<file path="config.mk">
export PLATFORM = sky130hd
export DESIGN_NAME = lpht_front
export DESIGN_NICKNAME = d
export VERILOG_FILES = /design/src/rtl/lpht_pkg.sv /design/src/rtl/lpht_front.sv
export SDC_FILE = /design/constraint.sdc
export NUM_CORES = 1
export LEC_CHECK = 0
export BUFFER_PORTS_ARGS = -buffer_cell sky130_fd_sc_hd__clkbuf_2
export CORE_MARGIN = 2
export CORE_UTILIZATION = 33
export CTS_CLUSTER_DIAMETER = 120
export DETAILED_ROUTE_END_ITERATION = 12
export PLACE_DENSITY = 0.7
export SYNTH_ARGS = -nofsm -noshare
export SYNTH_HDL_FRONTEND = slang
export SYNTH_SLANG_ARGS = --single-unit
</file>
<file path="constraint.sdc">
create_clock -name clk -period 15.3 [get_ports clk]
set_input_delay 3.06 -clock clk [delete_from_list [all_inputs] [get_ports clk]]
set_output_delay 3.06 -clock clk [all_outputs]
set_load 0.05 [all_outputs]
</file>
<file path="src/rtl/lpht_pkg.sv">
// Shared types and codes for the linear probing hash table.
`default_nettype none
package lpht_pkg;

    typedef logic [1:0] mode_t;
    localparam mode_t MODE_INSERT = 2'd0;
    localparam mode_t MODE_REMOVE = 2'd1;
    localparam mode_t MODE_LOOKUP = 2'd2;

    typedef logic [2:0] status_t;
    localparam status_t ST_OK       = 3'd0;
    localparam status_t ST_SAME     = 3'd1;
    localparam status_t ST_CONFLICT = 3'd2;
    localparam status_t ST_NOTFOUND = 3'd3;
    localparam status_t ST_FULL     = 3'd4;

    typedef logic [1:0] slot_t;
    localparam slot_t SLOT_EMPTY   = 2'd0;
    localparam slot_t SLOT_LIVE    = 2'd1;
    localparam slot_t SLOT_REMOVED = 2'd2;

    localparam int SLOT_OUT_W = 10;

    typedef struct packed {
        logic [31:0] object_handle;
        logic [31:0] key_value;
        logic [31:0] hash_value;
        mode_t       mode;
    } req_t;

    typedef enum logic [1:0] {
        F_IDLE,
        F_DIV,
        F_PUSH
    } f_state_t;

    typedef enum logic [1:0] {
        B_CLEAR,
        B_IDLE,
        B_PROBE,
        B_CHECK
    } b_state_t;

endpackage
`default_nettype wire

</file>
<file path="src/rtl/lpht_front.sv">
// Front part: accepts requests and computes the start slot, hash modulo table size.
`default_nettype none
module lpht_front #(
    parameter int TABLE_SIZE = 1024
) (
    input  wire logic                          clk,
    input  wire logic                          rst_n,
    input  wire logic                          clear_done,
    input  wire logic                          s_valid,
    output logic                               s_ready,
    input  wire lpht_pkg::req_t                s_req,
    output logic                               q_valid,
    input  wire logic                          q_ready,
    output lpht_pkg::req_t                     q_req,
    output logic [$clog2(TABLE_SIZE)-1:0]      q_start
);
    import lpht_pkg::*;

    localparam int IDX_W = $clog2(TABLE_SIZE);
    localparam logic [31:0] TSIZE = 32'(TABLE_SIZE);
    // Reciprocal of the table size scaled by 2**32; the quotient estimate is low by at most one.
    localparam logic [31:0] RECIP = 32'((64'd1 << 32) / TABLE_SIZE);

    f_state_t          state_reg;
    f_state_t          state_next;
    req_t              req_reg;
    logic [31:0]       quot_reg;
    logic [31:0]       diff_reg;
    logic [IDX_W-1:0]  rem_reg;
    logic [1:0]        cnt_reg;
    logic              accept;
    logic [63:0]       prod;
    logic [31:0]       diff_next;
    logic [31:0]       rem_next;

    assign accept = s_valid && s_ready;

    // Three register stages: quotient estimate, remainder estimate below twice the size,
    // then one conditional subtraction.
    assign prod      = 64'(req_reg.hash_value) * 64'(RECIP);
    assign diff_next = req_reg.hash_value - quot_reg * TSIZE;
    assign rem_next  = (diff_reg >= TSIZE) ? diff_reg - TSIZE : diff_reg;

    always_comb
    begin
        state_next = state_reg;
        case (state_reg)
            F_IDLE:
            begin
                if (accept)
                begin
                    state_next = F_DIV;
                end
            end
            F_DIV:
            begin
                if (cnt_reg == 2'd2)
                begin
                    state_next = F_PUSH;
                end
            end
            F_PUSH:
            begin
                if (q_ready)
                begin
                    state_next = F_IDLE;
                end
            end
            default:
            begin
                state_next = F_IDLE;
            end
        endcase
    end

    always_comb
    begin
        s_ready = 1'b0;
        q_valid = 1'b0;
        case (state_reg)
            F_IDLE:
            begin
                s_ready = clear_done;
            end
            F_PUSH:
            begin
                q_valid = 1'b1;
            end
            default:
            begin
                s_ready = 1'b0;
            end
        endcase
    end

    assign q_req   = req_reg;
    assign q_start = rem_reg;

    always_ff @(posedge clk)
    begin
        if (accept)
        begin
            req_reg <= s_req;
        end
        else if (state_reg == F_DIV)
        begin
            quot_reg <= prod[63:32];
            diff_reg <= diff_next;
            rem_reg  <= rem_next[IDX_W-1:0];
        end
    end

    always_ff @(posedge clk or negedge rst_n)
    begin
        if (!rst_n)
        begin
            state_reg <= F_IDLE;
            cnt_reg   <= 2'd0;
        end
        else
        begin
            state_reg <= state_next;
            if (accept)
            begin
                cnt_reg <= 2'd0;
            end
            else if (state_reg == F_DIV)
            begin
                cnt_reg <= cnt_reg + 2'd1;
            end
        end
    end
endmodule
`default_nettype wire

</file>
# Word level (Yosys, flattened, before mapping)
# Index checks and enable logic that the tools add are counted.
# totals
regBits	166
inputBits	103
word_cells	34
# op_classes
add_sub_neg	3
order_cmp	1
n_eq_ne	6
mux	9
bitwise	1
reduce_logical	5
# ops
operator	count
32-bit by 11-bit greater-or-equal comparator with 1-bit output (second input constant)	1
32-bit subtractor	1
10-bit two-way mux	1
2-bit two-way mux	5
10-bit by 1-bit subtractor with 10-bit output (second input constant)	1
2-bit != test (second input constant)	3
2-bit one-hot mux with 3 select lines	1
2-bit equality test (second input constant)	2
3-bit AND reduction	1
2-bit by 1-bit adder with 2-bit output (second input constant)	1
2-bit by 1-bit equality test with 1-bit output (second input constant)	1
2-bit zero test	1
1-bit two-way mux	2
2-bit AND reduction	1
2-bit nonzero test	1
1-bit logical AND	1
1-bit NOT	1

# Logic depth before layout (Yosys ltp)
# depth
ltp_word	5
depth_mapped	4

# Worst setup path after synthesis
# OpenSTA, ideal clock, no wires.
# synth_path
path_kind	input-to-reg
start	in s_valid
end	reg req_reg (netlist bit q_req[0]), enable pin
setup_time_ns	0.674
arrival_time_ns	9.722
slack_ns	4.904
path_stages	2
n_path_buf	0
path_cell_list	nand2_1 nor3_1
# synth_between
elab_chain_len	1
# synth_rtl
item	line_no	source
start: declaration	lpht_front.sv:9	input wire logic s_valid,
1-bit logical AND	lpht_front.sv:36	assign accept = s_valid && s_ready;
net accept	lpht_front.sv:31	logic accept;
end signal: assignment	lpht_front.sv:103	req_reg <= s_req;
end: declaration	lpht_front.sv:26	req_t req_reg;
# The timed path passes the listed nets, and every way through them passes these cells.
# A chain may end at the register's enable or synchronous reset.

# Worst setup path after layout
# layout_path
start	in clear_done
end	out s_ready
# layout_between
elab_chain_len	1
# layout_rtl
item	line_no	source
start: declaration	lpht_front.sv:8	input wire logic clear_done,
1-bit two-way mux	lpht_front.sv:80	case (state_reg)
end: declaration	lpht_front.sv:10	output logic s_ready,
# Every way passes these cells.

==> summary.txt <==
Routing
  • Vias: between 2000 and 2500
  • Wire per inst: 15.47 um
  • DR iter-0 viols: approximately 80
  • Post-Route WL: 8185 um
  • 1st-pass router iterations: 4
  • DR vias/cell: 4.208
  • Post-DRT Antenna Nets: 0
  • DRC: 0

Synthesis
  • Commonest cells in the netlist: edfxtp_1, dfrtp_1, inv_1, nand2_1
  • Synthesized area per cell: approximately 27 sq um
  • Post-synth EDFFs: 118
  • #FFs+latches synth: 122
  • Post-synthesis sequential area ratio: 0.9649
  • Syn nets: 245
  • Largest area contributor in the netlist: edfxtp_1
  • Unique masters post-synth: 18
  • Post-Syn Instances: 141
  • YS warnings: 0
  • Mapped Area: about 3800 sq um
  • Ys flop type: edfxtp_1
  • Share of async-settable or async-resettable flops after synthesis: 0.03279
  • Most frequent cell after synthesis: edfxtp_1
  • Dominant cells by area after synthesis: edfxtp_1, dfrtp_1, ha_1
  • Fraction of post-synthesis cell area in the top cell type by area: 0.9384

Hold path
  • Worst min path class: flip-flop to flip-flop

Clock network
  • Clk slew on worst S/H paths: 50 ps
  • CTS H-tree depth: 4
  • TritonCTS Buffers: 17
  • Root Buffer: clkbuf_16
  • # hold bufs at CTS: 0
  • Skew-Pair Late Insertion Delay: roughly 400 ps
  • Clock sinks: 122
  • Clk buf depth: 2
  • Post-CTS resize count: 0
  • CTS tree: yes
  • Post-CTS setup buffers: 0

Final layout
  • Final net count: 478
  • N_diodes: 0
  • P&R area growth vs syn: 49.01%
  • Layout cells sized above 1: 0.6295
  • Fin util: 0.4992
  • Max reg flops: between 90 and 100

Timing
  • Setup violators final: 0
  • Final worst-path cycle share: 0.4383
  • Hold slack: 415.7 ps
  • Worst-Margin Slew: 1052 ps
  • Final Hold Fails: 0
  • Rel. slew slack: 0.2954
  • Post-layout worst setup margin: 8595 ps
  • RSZ-0062 raised after global routing: no
  • Clock skew: 4.603 ps
  • Fmax: 0.1491 GHz
  • Final-report max-slew violation count: 0
  • Minimum clock period: 6705 ps
  • Final setup TNS: 0 ps

Global route
  • Met1 usage: 0.1423
  • GR met3 Demand/Resource: 0.09459
  • First-pass GRT wire length: approximately 13000 um
  • Number of global-route vias before repair: around 2500
  • Pin count of the biggest net entering global routing: 56
  • GRT busiest layer: met2
  • All-Layer GR Usage: 0.1390
  • Initial antenna violation count: 0
  • Met2 Usage GRT: 0.2233
  • Total grt overflow: 0

Die
  • DIE HEIGHT: 111.0 um
  • Initial Utilization: 0.3350
  • Boundary Pins: between 200 and 250
  • Die width: 111.0 um
  • # rows: 39
  • Core Area: approximately 11000 sq um
  • Die area: ~12000 sq um

Placed design
  • Pre-CTS setup slack: 8600 ps
  • IO buf count: between 200 and 250
  • Routability congestion estimate: 0.7427
  • DP Wirelength: approximately 6000 um

Worst setup path
  • Most common cell on crit path: clkbuf_2
  • CP Cell Sequence: clkbuf_2, nor3b_1, clkbuf_2
  • Buffers & Inverters on Critical Path: 2
  • CP Max Fanout: 4
  • Slowest stage delay, CP: approximately 300 ps
  • Worst setup SP type: primary input
  • CP top delay family: buffers and inverters
  • WS Path Type: primary input to primary output
  • Kind of end point of the critical path: primary output
  • Worst EP required: 12240 ps
  • Worst EP arrival: 3650 ps
  • Slowest CP cell: clkbuf_2

Power
  • NetSw: 0.0003509 W
  • Maximum vdd drop: 124.2 uV
  • Pwr/cell area: 197.6 nW/um^2
  • Combinational share of power: 0.222
  • Pwr Total: approximately 0.0011 W
  • Internal power: 0.0007609 W
  • Sequential share of power: 0.418
  • Sw frac: 0.3156
  • Total leakage power: 2.392 nW
  • Clock share of power: 0.359

Status
  • Status: complete, no violations

Flow run
  • # Max-Cap Violations: 0
through the flow:
stage / std cells / instance area (sq um)
finish: 529 / 5627
global route: 529 / 5627
CTS: 529 / 5627
detailed placement: 498 / 5036
global placement: 498 / 5036
floorplan: 141 / 3776
cells by family (layout without fill, tap and decap cells):
family / after synthesis / after routing / synth area share
flip-flops: 122 / 122 / 0.9649
AND/OR/NAND/NOR: 10 / 10 / 0.01723
adder cells (fa/ha/maj): 1 / 1 / 0.003313
buffers and inverters: 3 / 248 / 0.002982
AO/OA/AOI/OAI: 5 / 5 / 0.01160
final timing paths:
kind,startpoint,endpoint,slack [ps],cells past startpoint
max,clear_done,s_ready,8590,3
min,diff_reg[4],q_start[4],420,0
max reg2reg,state_reg[0],q_start[2],13560,1
min reg2reg,diff_reg[4],q_start[4],420,0
max in group asynchronous,rst_n,cnt_reg[0],12710,1
min in group asynchronous,rst_n,state_reg[1],2460,1
cells in the final DEF (no fill, tap or decap), types with 2 or more instances in the layout:
cell | synthesis | layout
nand2_1 | 2 | 2
clkbuf_2 | 0 | 212
bufinv_16 | 0 | 4
clkbuf_1 | 0 | 4
dfrtp_1 | 4 | 4
edfxtp_1 | 118 | 118
inv_1 | 3 | 3
clkinv_2 | 0 | 3
clkbuf_16 | 0 | 17
clkinv_1 | 0 | 2
buf_4 | 0 | 2
layer usage:
layer	up-vias	routed length, um
met5	-	0
li1	1031	-
met2	130	4194
met4	0	135
met3	11	986
met1	1054	2869
final cells by class:
type                            instances  area [sq um]
Fill cell                             955          5645
Sequential cell                       122          3643
Timing Repair Buffer                  214          1076
Clock buffer                           21         440.4
Tap cell                              143         178.9
Clock inverter                         10         150.1
Multi-Input combinational cell         16         126.4
Inverter                                3         11.26
power groups by stage:
stage	Sequential, W	Clock, W	Combinational, W
3_5_place_dp	0.000472	0	0.000250
6_report	0.000465	0.000399	0.000247
4_1_cts	0.000466	0.000408	0.000250
5_1_grt	0.000472	0.000423	0.000260
3_3_place_gp	0.000468	0	0.000248
2_1_floorplan	0.000617	0	0.0000448
Note: power is estimated with default switching activity, not from simulation.
