**src/rtl/lpht_queue.sv**
```systemverilog
// Two-entry queue between the front and back parts.
`default_nettype none
module lpht_queue #(
    parameter int WIDTH = 8
) (
    input  wire logic             clk,
    input  wire logic             rst_n,
    input  wire logic             in_valid,
    output logic                  in_ready,
    input  wire logic [WIDTH-1:0] in_data,
    output logic                  out_valid,
    input  wire logic             out_ready,
    output logic      [WIDTH-1:0] out_data
);
    logic [WIDTH-1:0] mem_reg [2];
    logic             wptr_reg;
    logic             rptr_reg;
    logic [1:0]       count_reg;
    logic             push;
    logic             pop;

    assign in_ready  = (count_reg != 2'd2);
    assign out_valid = (count_reg != 2'd0);
    assign out_data  = mem_reg[rptr_reg];
    assign push      = in_valid && in_ready;
    assign pop       = out_valid && out_ready;

    always_ff @(posedge clk)
    begin
        if (push)
        begin
            mem_reg[wptr_reg] <= in_data;
        end
    end

    always_ff @(posedge clk or negedge rst_n)
    begin
        if (!rst_n)
        begin
            wptr_reg  <= 1'b0;
            rptr_reg  <= 1'b0;
            count_reg <= 2'd0;
        end
        else
        begin
            if (push)
            begin
                wptr_reg <= ~wptr_reg;
            end
            if (pop)
            begin
                rptr_reg <= ~rptr_reg;
            end
            if (push && !pop)
            begin
                count_reg <= count_reg + 2'd1;
            end
            else if (pop && !push)
            begin
                count_reg <= count_reg - 2'd1;
            end
        end
    end
endmodule
`default_nettype wire

```
**config.mk**
```make
export PLATFORM = sky130hd
export DESIGN_NAME = lpht_queue
export DESIGN_NICKNAME = d
export VERILOG_FILES = /design/src/rtl/lpht_queue.sv
export SDC_FILE = /design/constraint.sdc
export NUM_CORES = 1
export LEC_CHECK = 0
export BUFFER_PORTS_ARGS = -buffer_cell sky130_fd_sc_hd__buf_2
export CAP_MARGIN = 0
export CORE_MARGIN = 3
export CORE_UTILIZATION = 52
export DETAILED_ROUTE_END_ITERATION = 10
export GPL_TIMING_DRIVEN = 0
export PLACE_DENSITY = 0.82
export SLEW_MARGIN = 20
export SYNTH_ARGS = -nofsm -noshare
export SYNTH_HDL_FRONTEND = slang
export SYNTH_SLANG_ARGS = --single-unit
```
**constraint.sdc**
```tcl
create_clock -name clk -period 3.65 [get_ports clk]
set_input_delay 0.365 -clock clk [delete_from_list [all_inputs] [get_ports clk]]
set_output_delay 0.365 -clock clk [all_outputs]
set_load 0.02 [all_outputs]
```
Yosys cells after proc, flatten, opt, wreduce, memory -nomap -nowiden:

Memory sizes are Yosys's and may differ from the RTL's.
Cells that the tools add are included.
W data, S select, Z words.

* output and inout bits: 10
* logic and storage cells: 21
* register bits after elaboration: 4
* bits of input ports: 12
* memories kept: 1
* memory bits (writable): 16

* equal/unequal tests: 1
* reductions and logical operators: 8
* mux-type cells: 4
* $add $sub $neg: 2
* bitwise logic cells: 2

Memories
* mem_reg: words 2, width 8, read ports 1, clocked after Yosys merged registers in 0, write ports 1, RTL line 15 `logic [WIDTH-1:0] mem_reg [2];`

Operators by type and width (number)
* $logic_and A1 B1 Y1: 4
* $mux W2: 2
* $reduce_bool A2 Y1: 2
* $add A2 B1 Y2 const B: 1
* $logic_not A1 Y1: 2
* $mux W1: 2
* $ne A2 B2 Y1 const B: 1
* $not A1 Y1: 2
* $sub A2 B1 Y2 const B: 1

Longest topological paths before layout:

Gate-level depths: netlist of run 1.

* depth in word-level cells: 6
* mapped depth: 7
* depth with buffers taken out: 7

Worst setup path after synthesis of run 1:

No wires, ideal clock.

* path kind: reg2reg
* from: register count_reg[0]
* to: memory mem_reg[0][0] (enable)
* clock period less this slack: 1.415 ns
* stages on the path, launching flop included: 4
* data arrival time: 1.045 ns
* buffers on the path: 0
* data required time: 3.280 ns
* library setup time: 0.370 ns
* setup slack: 2.235 ns
* path through: dfrtp_1 nand2b_4 nand2_1 nor2_1

* longest elaborated chain between the ends: 4

Ends and longest elaborated chain
* from (decl): RTL line 18 `logic [1:0] count_reg;`
* from (signal assigned): RTL line 56 `count_reg <= count_reg + 2'd1;`
* from (signal assigned): RTL line 60 `count_reg <= count_reg - 2'd1;`
* $ne A2 B2 Y1: RTL line 22 `assign in_ready = (count_reg != 2'd2);`
* net in_ready: RTL line 9 `output logic in_ready,`
* $logic_and A1 B1 Y1: RTL line 25 `assign push = in_valid && in_ready;`
* $mux W1: RTL line 30 `if (push)`
* $mux W1 (not written as such): RTL line 32 `mem_reg[wptr_reg] <= in_data;`
* to (decl): RTL line 15

The timed path passes the listed nets, and every way through them passes these cells.

Final worst setup path of run 1:

* from: register rptr_reg
* to: output port out_data[2]

* longest elaborated chain between the ends: 1

Ends and longest elaborated chain
* from (decl): RTL line 17 `logic rptr_reg;`
* from (signal assigned): RTL line 52 `rptr_reg <= ~rptr_reg;`
* $mem_v2 Z2 W8
* to (decl): RTL line 13 `output logic [WIDTH-1:0] out_data`

No other way between the ends.

==> impl_metrics.json, run 1 <==
{
  "internal_power_uw": 498,
  "final-setup-viol-count": 0,
  "rsz0062_at_grt": "false",
  "syn_avg_cell_area_um2": 18.3,
  "grt_remaining_overflow": 0,
  "fin_skew_ps": 1.25,
  "design.portCount": 22,
  "timing.fmax_ghz": 0.578,
  "power_density_nw_per_um2": 806,
  "seqPwrFrac_pct": 45.9,
  "vias": 425,
  "cts_tree": "done",
  "swShare_pct": 34.8,
  "pwr-share-clk_pct": 12.9,
  "die_area_um2": 2020,
  "largest_reg_flops": 16,
  "numCtsBuffers": 3,
  "grt_pass1_vias": 431,
  "final_cell_mix": "22 x buf_2, 16 x edfxtp_1, 8 x mux2_2",
  "ys_warn_count": 0,
  "postLayoutCoreUtil_pct": 69.3,
  "layout_commonest_cell": "buf_2",
  "htreeDepth": 1,
  "core_area_um2": 1370,
  "vias_per_cell": 5.06,
  "synth_nets": 56,
  "clock_latency_ps": 280,
  "std_cell_rows": 13,
  "path_clk_slew_ps": 100,
  "routedWlPerCell_um": 14.2,
  "area_growth_pct": 20.3,
  "first_pass_iters": 4,
  "drv_cap": 0,
  "clockBufferDepth": 2,
  "p_switching_uw": 266,
  "synthCells": 43,
  "tightestPinTransition_ps": 684,
  "worst_ep_required_time_ps": 3280,
  "io_buffers": 21,
  "cp-start-kind": "flip-flop",
  "grt_pass1_wl_um": 1940,
  "ir_drop_v": 0.000529,
  "cts.sink_count": 20,
  "status": "complete, no violations",
  "synth_seq_area_share_pct": 73.8,
  "drive_gt1_share_pct": 52.2,
  "finalCriticalPeriod_ps": 1730,
  "clockRootBuffer": "clkbuf_4",
  "setup_tns_ps": 0,
  "diodes": 0,
  "ant_nets": 0,
  "cp_max_fo": 9,
  "maxSlewHeadroom_pct": 54.2,
  "drt_wl_total_um": 1190,
  "slew_viol_final": 0,
  "die_y_um": 44.9,
  "hp-class": "primary input to flip-flop",
  "ys_types": 14,
  "drt-initial-drc-count": 2,
  "crit_path_end_kind": "output port",
  "critPathKind": "flip-flop to output port",
  "initial_core_util_pct": 57.6,
  "cts_setup_buffers": 0,
  "ys_ff_latch": 20,
  "gp_congestion": 0.614,
  "grt_start_max_net_pins": 12,
  "fp.dieW_um": 44.9,
  "grt_usage_pct": 13.9,
  "antenna_found_initial": 0,
  "power_frac_comb_pct": 41.2,
  "worstPathArrival_ps": 1370,
  "nets": 83,
  "final.period_utilization_pct": 47.4,
  "leakagePower_nw": 0.392,
  "drc": 0,
  "hold_viol": 0,
  "netlist_area_um2": 787
}
[logic make-up after synthesis]
group         synth area share (%)
buf+inv                       1.11
xor+xnor                      5.57
flops                         73.8
simple gates                  6.52
mux                           11.4
fa+ha+maj                     1.59
[critical path: stages (launching register included)]
cell	delay, ps
dfrtp_1	330
buf_2	230
mux2_2	360
buf_2	160
[metrics by stage]
step           hold WS, ps  cell area, um^2  worst slack, ps  power (mW)  instances
2_1_floorplan         69.4              787             2230       0.585         43
3_3_place_gp           175              911             2110       0.660         79
3_5_place_dp           178              911             2080       0.673         79
4_1_cts                249              947             1910       0.773         84
5_1_grt                245              947             1830       0.810         84
6_report               262              947             1920       0.764         84
[cell type report]
cell class	instances	area (um^2)
Buffer	1	5.00
Timing Repair Buffer	22	115
Clock buffer	3	22.5
Tap cell	15	18.8
Fill cell	103	419
Multi-Input combinational cell	21	198
Clock inverter	1	3.75
Sequential cell	20	581
Inverter	1	3.75
[layer usage]
metal | vias up | global-route usage [%] | wire, um
met1 | 200 | 17.7 | 507
li1 | 208 | - | -
met4 | 0 | 5.26 | 0
met5 | - | 0 | 0
met3 | 0 | 2.79 | 84
met2 | 17 | 23.5 | 598
[final timing paths]
check | startpoint | to | slack, ps | depth (start not counted)
min in group asynchronous | rst_n | count_reg[0] | 440 | 2
max in group asynchronous | rst_n | wptr_reg | 3090 | 2
setup / recovery | rptr_reg | out_data[2] | 1920 | 3
hold / removal | in_data[4] | mem_reg[0][4] | 260 | 1
hold reg to reg | wptr_reg | wptr_reg | 530 | 1
setup reg to reg | count_reg[0] | mem_reg[0][3] | 2080 | 3
[power groups by stage]
stage	sequential [mW]	clock (mW)	combinational, mW
finish	0.350	0.0988	0.315
global route	0.357	0.112	0.341
CTS	0.350	0.104	0.319
detailed placement	0.355	0	0.319
global placement	0.352	0	0.309
floorplan	0.347	0	0.238
[cell usage after synthesis]
cell type,count,area [um^2]
buf_2,1,5.00
edfxtp_1,16,480
nand2b_4,1,13.8
xor2_1,2,17.5
nand2_4,1,11.3
and3_1,1,6.26
dfrtp_1,4,100
mux2_2,8,90.1
nand2_1,1,3.75
inv_1,1,3.75
or2_4,1,8.76
ha_1,1,12.5
nor2_1,2,7.51
xnor2_1,3,26.3
[what timing repair did]
item | CTS | global route
endpoints found under the hold margin | 4 | 0
setup endpoints to repair | 0 | 0
hold buffers | 1 | 0
resized for setup | 0 | 0
No activity file was read; power rests on OpenSTA's default activity.
==> run 2, diff against run 1 <==
--- a/config.mk
+++ b/config.mk
@@ -8,10 +8,10 @@
 export BUFFER_PORTS_ARGS = -buffer_cell sky130_fd_sc_hd__buf_2
 export CAP_MARGIN = 0
 export CORE_MARGIN = 3
-export CORE_UTILIZATION = 52
+export CORE_UTILIZATION = 48
 export DETAILED_ROUTE_END_ITERATION = 10
 export GPL_TIMING_DRIVEN = 0
-export PLACE_DENSITY = 0.82
+export PLACE_DENSITY = 0.76
 export SLEW_MARGIN = 20
 export SYNTH_ARGS = -nofsm -noshare
 export SYNTH_HDL_FRONTEND = slang
==> constraint.sdc (replaced) <==
create_clock -name clk -period 1.6 [get_ports clk]
set_input_delay 0.16 -clock clk [delete_from_list [all_inputs] [get_ports clk]]
set_output_delay 0.16 -clock clk [all_outputs]
set_load 0.02 [all_outputs]
==> impl_metrics.json, run 2 (synthesis results as in run 1) <==
{
  "crit_path_end_kind": "flip-flop",
  "io_buffers": 21,
  "std_cell_rows": 13,
  "ant_nets": 0,
  "drt_wl_total_um": 1170,
  "grt_usage_pct": 12.8,
  "status": "complete, no violations",
  "grt_start_max_net_pins": 12,
  "finalPower_mw": 1.75,
  "ir_drop_v": 0.00112,
  "largest_reg_flops": 16,
  "design.portCount": 22,
  "pwr-share-clk_pct": 13.1,
  "htreeDepth": 1,
  "cts_tree": "done",
  "diodes": 0,
  "cts.sink_count": 20,
  "drc": 0,
  "fin_skew_ps": 2.78,
  "path_clk_slew_ps": 100,
  "first_pass_iters": 1,
  "drive_gt1_share_pct": 55.1,
  "cts_setup_buffers": 0,
  "numCtsBuffers": 3,
  "layout_commonest_cell": "buf_2",
  "cp-start-kind": "flip-flop",
  "clockRootBuffer": "clkbuf_4",
  "worst_ep_required_time_ps": 1810,
  "final_cell_mix": "21 x buf_2, 16 x edfxtp_1, 8 x mux2_2",
  "drv_cap": 0,
  "setup_tns_ps": 0,
  "grt_pass1_wl_um": 1840,
  "slew_viol_final": 0,
  "routedWlPerCell_um": 13.9,
  "maxSlewHeadroom_pct": 71.2,
  "grt_pass1_vias": 431,
  "cp_max_fo": 4,
  "vias_per_cell": 4.93,
  "antenna_found_initial": 0,
  "finalCriticalPeriod_ps": 1480,
  "clockBufferDepth": 2,
  "leakagePower_nw": 0.391,
  "grt_remaining_overflow": 0,
  "hold_viol": 0,
  "die_y_um": 46.5,
  "initial_core_util_pct": 55.6,
  "timing.fmax_ghz": 0.675,
  "drt-initial-drc-count": 0,
  "die_area_um2": 2160,
  "critPathKind": "flip-flop to flip-flop",
  "area_growth_pct": 21.1,
  "gp_congestion": 0.657,
  "hp-class": "primary input to flip-flop",
  "rsz0062_at_grt": "false",
  "internal_power_mw": 1.15,
  "seqPwrFrac_pct": 45.8,
  "power_frac_comb_pct": 41.1,
  "clock_latency_ps": 280,
  "nets": 83,
  "worstPathArrival_ps": 1700,
  "hold_slack_ps": 57.5,
  "core_area_um2": 1420,
  "tightestPinTransition_ps": 432,
  "p_switching_uw": 601,
  "fp.dieW_um": 46.5,
  "final.period_utilization_pct": 92.6,
  "nFillCells": 110,
  "final-setup-viol-count": 0,
  "power_density_nw_per_um2": 1840,
  "vias": 414,
  "swShare_pct": 34.3
}
run 2: layout make-up:
class	count	area, um^2	area share, %
Buffer	1	7.51	0.787
Clock buffer	4	26.3	2.76
Sequential cell	20	582	61.0
Inverter	1	3.75	0.394
Multi-Input combinational cell	21	200	21.0
Tap cell	15	18.8	1.97
Timing Repair Buffer	22	115	12.1
run 2: metal layers:
layer	up-vias	GRT usage, %	wire length (um)
met3	0	3.52	59
met1	193	14.2	479
met4	0	3.41	0
met5	-	0	0
met2	12	23.6	631
li1	209	-	-
run 2: worst max-delay path: stages, from the launching register on:
cell and delay [ps]:
dfrtp_2 450, nand2b_4 150, nand2_1 130, inv_1 70, ha_1 210, xor2_1 140, nor2_1 110, xor2_1 150
run 2: stage by stage:
stage | worst slack, ps | util (%) | instance area, um^2 | instances
after floorplan | 185 | - | 787 | 43
after global placement | -2.70 | 64.4 | 911 | 79
after detailed placement | -4.38 | 64.4 | 911 | 79
after CTS | 60.8 | 67.1 | 950 | 84
after global routing | 17.4 | 67.4 | 953 | 84
final | 118 | 67.4 | 953 | 84
run 2: path summary, 6_finish.rpt:
kind / start / end / slack (ps) / depth (start not counted)
worst min-delay path: in_data[6] / mem_reg[1][6] / 60 / 1
min in group asynchronous: rst_n / wptr_reg / 210 / 2
max in group asynchronous: rst_n / count_reg[0] / 1250 / 2
worst max register to register: count_reg[0] / count_reg[1] / 120 / 7
worst min register to register: count_reg[0] / count_reg[0] / 520 / 1
worst max-delay path: count_reg[0] / count_reg[1] / 120 / 7
run 2: timing repair:
| item | in CTS | in global routing |
|---|---|---|
| pin swaps | 0 | 0 |
| gates cloned | 0 | 0 |
| setup endpoints to repair | 8 | 5 |
| hold buffers | 1 | 0 |
| hold endpoints to repair | 4 | 0 |
| gates resized for setup | 1 | 2 |
run 2: power by group through the flow:
stage | Sequential, mW | Clock [mW] | Combinational, mW
after floorplan | 0.792 | 0 | 0.543
after global placement | 0.801 | 0 | 0.713
after detailed placement | 0.811 | 0 | 0.725
after CTS | 0.802 | 0.240 | 0.731
after global routing | 0.819 | 0.263 | 0.793
final | 0.803 | 0.230 | 0.721
